<file path="src/rtl/float32_multiplier_macros.svh">
// assertion macros for the float32 multiplier
// used by rtl/float32_multiplier.sv
`ifndef FLOAT32_MULTIPLIER_MACROS_SVH
`define FLOAT32_MULTIPLIER_MACROS_SVH

// check a property on clk, off during reset
`define FM_ASSERT(label, prop, msg) \
  label: assert property (@(posedge clk) disable iff (rst) (prop)) else $error(msg);

// check a property on clk, also during reset
`define FM_ASSERT_ALWAYS(label, prop, msg) \
  label: assert property (@(posedge clk) (prop)) else $error(msg);

`endif

</file>
<file path="src/rtl/fmul_pkg.sv">
// shared types and constants for the float32 multiplier
// no dependencies
`default_nettype none
package fmul_pkg;
  localparam int ExpW = 8;
  localparam int FracW = 23;
  localparam int MantW = FracW + 1;
  localparam int ProdW = 2 * MantW;
  localparam logic [ExpW-1:0] ExpMax = '1;
  localparam logic [FracW-1:0] NanFrac = '1;

  typedef struct packed {
    logic [31:0] product;
    logic overflow_flag;
    logic is_nan;
  } fmul_res_t;
endpackage
`default_nettype wire

</file>
<file path="src/rtl/fmul_core.sv">
// combinational binary32 multiply, round to nearest even
// depends on fmul_pkg
`default_nettype none
module fmul_core (
  input  wire logic [31:0] operand_a,
  input  wire logic [31:0] operand_b,
  output fmul_pkg::fmul_res_t res
);
  import fmul_pkg::*;

  logic sign;
  logic [ExpW-1:0] ex, ey;
  logic [FracW-1:0] fx, fy;
  logic x_nan, y_nan, x_inf, y_inf, x_zero, y_zero;
  logic [MantW-1:0] mx, my;
  logic [ProdW-1:0] prod;
  logic [5:0] lead;
  logic signed [11:0] e, sh;
  logic [ProdW-1:0] q, rest_mask;
  logic half, rest;
  logic [33:0] bits;

  always_comb begin
    sign = operand_a[31] ^ operand_b[31];
    ex = operand_a[30:23];
    ey = operand_b[30:23];
    fx = operand_a[22:0];
    fy = operand_b[22:0];
    x_nan = (ex == ExpMax) && (fx != '0);
    y_nan = (ey == ExpMax) && (fy != '0);
    x_inf = (ex == ExpMax) && (fx == '0);
    y_inf = (ey == ExpMax) && (fy == '0);
    x_zero = (ex == '0) && (fx == '0);
    y_zero = (ey == '0) && (fy == '0);
    mx = {(ex != '0), fx};
    my = {(ey != '0), fy};
    prod = mx * my;
    lead = '0;
    for (int i = 1; i < ProdW; i++) begin
      if (prod[i]) lead = 6'(i);
    end
    e = 12'(signed'({4'd0, (ex == '0) ? 8'd1 : ex}))
        + 12'(signed'({4'd0, (ey == '0) ? 8'd1 : ey}))
        - 12'sd173 + 12'(signed'({6'd0, lead}));
    sh = 12'(signed'({6'd0, lead})) - 12'sd23;
    if (e < 12'sd1) begin
      sh = sh + 12'sd1 - e;
      e = 12'sd1;
    end
    half = 1'b0;
    rest = 1'b0;
    rest_mask = '0;
    if (sh <= 12'sd0) begin
      q = prod << (-sh);
    end else if (sh >= 12'sd49) begin
      q = '0;
    end else begin
      q = prod >> sh;
      half = prod[6'(sh - 12'sd1)];
      rest_mask = (ProdW'(1) << (sh - 12'sd1)) - ProdW'(1);
      rest = (prod & rest_mask) != '0;
      if (half && (rest || q[0])) q = q + ProdW'(1);
    end
    bits = {11'(unsigned'(e - 12'sd1)), 23'd0} + 34'(q);
    res = '0;
    if (x_nan || y_nan || (x_inf && y_zero) || (y_inf && x_zero)) begin
      res.product = {sign, ExpMax, NanFrac};
      res.is_nan = 1'b1;
    end else if (x_inf || y_inf) begin
      res.product = {sign, ExpMax, 23'd0};
    end else if (x_zero || y_zero) begin
      res.product = {sign, 31'd0};
    end else if (bits >= 34'h7F800000) begin
      res.product = {sign, ExpMax, 23'd0};
      res.overflow_flag = 1'b1;
    end else begin
      res.product = {sign, bits[30:0]};
    end
  end
endmodule
`default_nettype wire

</file>
<file path="src/rtl/float32_multiplier.sv">
// binary32 multiplier top level: input register, multiply, result register
// each item goes from input accept through the input reg, then the result reg, to the result output
// throughput one item per cycle; stalls only while the result register is held
// rst (sync, active high) empties both stages
// depends on fmul_pkg, fmul_core, float32_multiplier_macros.svh
`default_nettype none
`include "float32_multiplier_macros.svh"
module float32_multiplier (
  input  wire logic        clk,
  input  wire logic        rst,
  input  wire logic        s_tvalid,
  output      logic        s_tready,
  input  wire logic [63:0] s_tdata,  // operand_a, operand_b
  output      logic        m_tvalid,
  input  wire logic        m_tready,
  output      logic [39:0] m_tdata   // product, overflow_flag, is_nan, zero pad
);
  import fmul_pkg::*;

  logic in_valid, out_valid, in_ready;
  logic [63:0] in_data;
  fmul_res_t res;

  fmul_core u_core (.operand_a(in_data[31:0]), .operand_b(in_data[63:32]), .res(res));

  assign m_tvalid = out_valid;
  assign in_ready = !out_valid || m_tready;
  assign s_tready = !in_valid || in_ready;

  always_ff @(posedge clk) begin
    if (rst) begin
      in_valid <= 1'b0;
      out_valid <= 1'b0;
    end else begin
      if (s_tready) in_valid <= s_tvalid;
      if (in_ready) out_valid <= in_valid;
    end
    if (s_tready && s_tvalid) in_data <= s_tdata;
    if (in_ready && in_valid) m_tdata <= {6'd0, res.is_nan, res.overflow_flag, res.product};
  end

  `FM_ASSERT(a_hold, out_valid && !m_tready |=> out_valid && $stable(m_tdata), "result lost")
  `FM_ASSERT(a_flags, out_valid |-> !(m_tdata[32] && m_tdata[33]), "both flags set")
  `FM_ASSERT_ALWAYS(a_rst, rst |=> !m_tvalid, "valid after reset")
endmodule
`default_nettype wire

</file>
<file path="config.mk">
export PLATFORM = sky130hd
export DESIGN_NAME = float32_multiplier
export DESIGN_NICKNAME = d
export VERILOG_FILES = /design/src/rtl/fmul_pkg.sv /design/src/rtl/fmul_core.sv /design/src/rtl/float32_multiplier.sv
export VERILOG_INCLUDE_DIRS = /design/src /design/src/rtl
export SDC_FILE = /design/constraint.sdc
export NUM_CORES = 2
export LEC_CHECK = 0
export ABC_AREA = 1
export BUFFER_PORTS_ARGS = -buffer_cell sky130_fd_sc_hd__buf_2
export CORE_MARGIN = 5
export CORE_UTILIZATION = 55
export DETAILED_ROUTE_END_ITERATION = 8
export HOLD_SLACK_MARGIN = 0.15
export PLACE_DENSITY = 0.84
export SKIP_CTS_REPAIR_TIMING = 1
export SLEW_MARGIN = 40
export SYNTH_ARGS = -nofsm -noshare
export SYNTH_HDL_FRONTEND = slang
export SYNTH_SLANG_ARGS = --single-unit
</file>
<file path="constraint.sdc">
create_clock -name clk -period 16.4 [get_ports clk]
set_input_delay 1.64 -clock clk [delete_from_list [all_inputs] [get_ports clk]]
set_output_delay 1.64 -clock clk [all_outputs]
set_load 0.05 [all_outputs]
</file>
==> flow_metrics.env <==
export IMPL_drive_above_1_share=0.183
export IMPL_cp_common_cell="nand2_1"
export IMPL_setup_viol=32
export IMPL_layout_commonest_cell="nand2_1"
export IMPL_rsz0062_at_grt="yes"
export IMPL_avgRoutedWirePerCell_um=19.1
export IMPL_synth_edf_count=98
export IMPL_die_area_mm2=0.0676
export IMPL_fillerInstances=4918
export IMPL_synth_area_mm2=0.0344
export IMPL_cts_tree="done"
export IMPL_critPathArrivalTime_ns=17.11
export IMPL_cp_end_kind="register"
export IMPL_dr_total_vias=34993
export IMPL_clockBufferDepth=2
export IMPL_drtIter0Drc=4398
export IMPL_grtUsageTotal=0.311
export IMPL_grt_max_degree=56
export IMPL_fin_cells=6163
export IMPL_clk_pin_slew_ns=0.08
export IMPL_layout_setup_ws_ns=-0.585
export IMPL_worst_pin_slew_ns=1.04
export IMPL_cts_sinks=100
export IMPL_status="complete, but fails checks"
export IMPL_hold_end="in_valid$_SDFFE_PP0N_"
export IMPL_area_growth_pct=18.4
export IMPL_final_util=0.659
export IMPL_dp_cells=6043
export IMPL_max_cap_violations=0
export IMPL_final_cell_mix="1259 x nand2_1, 1077 x inv_1, 480 x fa_1"
export IMPL_highest_layer="met4"
export IMPL_clock_root_buffer="clkbuf_16"
export IMPL_avgSynthCellArea_um2=6.93
export IMPL_drc=0
export IMPL_ys_flop_type="edfxtp_1"
export IMPL_ys_types=80
export IMPL_nets=6107
export IMPL_start_kind="register"
export IMPL_diodes=0
export IMPL_hold_viol=0
export IMPL_rr_startpoint="in_data[34]$_DFFE_PP_"
export IMPL_relSlewSlack=0.301
export IMPL_wl_met1_mm=43.9
export IMPL_final_seq_area_mm2=0.00298
export IMPL_yosysSeqAreaShare=0.0867
export IMPL_fp_coreArea_mm2=0.0618
export IMPL_place_congestion=1.09
export IMPL_slowest_delay_ns=0.58
export IMPL_multiInputGateArea_mm2=0.0272
export IMPL_min_path_cells=2
export IMPL_io_buffer_count=103
export IMPL_start_util=0.556
export IMPL_syn_inst=4963
export IMPL_ios=110
export IMPL_fin_skew_ns=0.0258
export IMPL_dp_hpwl_mm=87.4
export IMPL_async_reset_ff_frac=0
export IMPL_reg2reg_to="m_tdata[5]$_SDFFCE_PP1P_"
export IMPL_antenna_found_initial=0
export IMPL_max_freq_mhz=58.9
export IMPL_grt_pass1_vias=33737
export IMPL_first_pass_iters=6
export IMPL_wirelength_mm=117
export IMPL_r2r_cells=107
export IMPL_violations="setup timing"
export IMPL_dr_wl_met2_mm=53.7
export IMPL_rows=91
export IMPL_antenna_left=0
export IMPL_drv_slew=0
export IMPL_period_needed_ns=16.99
export IMPL_clkLatencyLatePin_ns=0.42
export IMPL_ys_ff_latch=100
export IMPL_fp_dieH_um=260
export IMPL_wl_met3_mm=13.5
export IMPL_numCtsBuffers=9
export IMPL_cp_max_fo=11
export IMPL_worstSetupPathType="register to register"
export IMPL_worstHoldStart="in_valid$_SDFFE_PP0N_"
export IMPL_grt_overflow=0
export IMPL_worstPathRequired_ns=16.52
export IMPL_slowest_stage="fa_1"
export IMPL_r2r_slack_ns=-0.59
export IMPL_hold_class="register to register"
export IMPL_via_per_inst=5.68
export IMPL_yosys_warnings=0
export IMPL_fin_crit_sh=1.04
export IMPL_cts_htree_levels=3
export IMPL_grt_pass1_wl_mm=170
export IMPL_die_w_um=260
## stage by stage
| stage | worst slack, ns | hold WS, ns | TNS [ns] | area, um2 |
|---|---|---|---|---|
| global route | -1.23 | 0.577 | -37.88 | 40700 |
| floorplan | 0.601 | 0.445 | 0 | 34400 |
| finish | -0.585 | 0.537 | -16.56 | 40700 |
| detailed placement | -0.479 | 0.524 | -12.50 | 38000 |
| CTS | -0.527 | 0.536 | -14.34 | 38300 |
| global placement | 0.0173 | 0.509 | 0 | 37900 |
## synth_stat cells (37+ instances only)
master,n,area [um2]
clkbuf_1,162,608
ha_1,232,2900
o21ai_1,45,225
o211ai_1,37,278
fa_1,486,9730
nand2_1,1304,4890
o21ai_0,182,911
nand3_1,230,1150
inv_1,1111,4170
nor2_1,362,1360
edfxtp_1,98,2940
xor2_1,54,473
nand4_1,91,569
a21oi_1,124,621
## flip-flops by register name (all words and copies together) (netlist names)
signal    count
in_data      64
m_tdata      34
m_tvalid      1
in_valid      1
## how the worst max path moves through the flow
stage	slack, ns	to	start	cells past startpoint
floorplan	0.60	m_tdata[28]$_SDFFCE_PP1P_	in_data[32]$_DFFE_PP_	104
global placement	0.02	m_tdata[28]$_SDFFCE_PP1P_	in_data[56]$_DFFE_PP_	102
detailed placement	-0.48	m_tdata[28]$_SDFFCE_PP1P_	in_data[56]$_DFFE_PP_	102
CTS	-0.53	m_tdata[28]$_SDFFCE_PP1P_	in_data[8]$_DFFE_PP_	107
global route	-1.23	m_tdata[5]$_SDFFCE_PP1P_	in_data[6]$_DFFE_PP_	105
finish	-0.59	m_tdata[5]$_SDFFCE_PP1P_	in_data[34]$_DFFE_PP_	107
## cell families after synthesis
group | synth area share
and+or+nand+nor | 0.269
buffers and inverters | 0.161
adders and majority gates | 0.367
AOI/OAI and AO/OA | 0.0849
DFF | 0.0867
xor gates and xnor gates | 0.0249
muxes | 0.00611
other | 0.000109
## area by class of cell
class,instances,area share
Clock buffer,9,0.00553
Clock inverter,7,0.00276
Inverter,1138,0.105
Multi-Input combinational cell,3492,0.667
Sequential cell,100,0.0732
Tap cell,837,0.0257
Timing Repair Buffer,580,0.121
## worst max-delay path: cells and delay by family (launching register included)
family	cells	cell delay (ns)
AND/OR/NAND/NOR	49	5.06
buffers and inverters	18	1.84
XOR/XNOR	4	0.75
adder cells (fa/ha/maj)	14	5.32
AO/OA/AOI/OAI	22	3.29
flip-flops	1	0.44
## layer usage
metal | vias up | global-route usage
met5 | - | 0
met4 | 0 | 0.120
met3 | 507 | 0.0616
met2 | 2140 | 0.508
met1 | 16568 | 0.410
li1 | 15778 | -
Power is not shown: default switching activity piles up to over one toggle a cycle in this logic, so the estimate is an artifact.
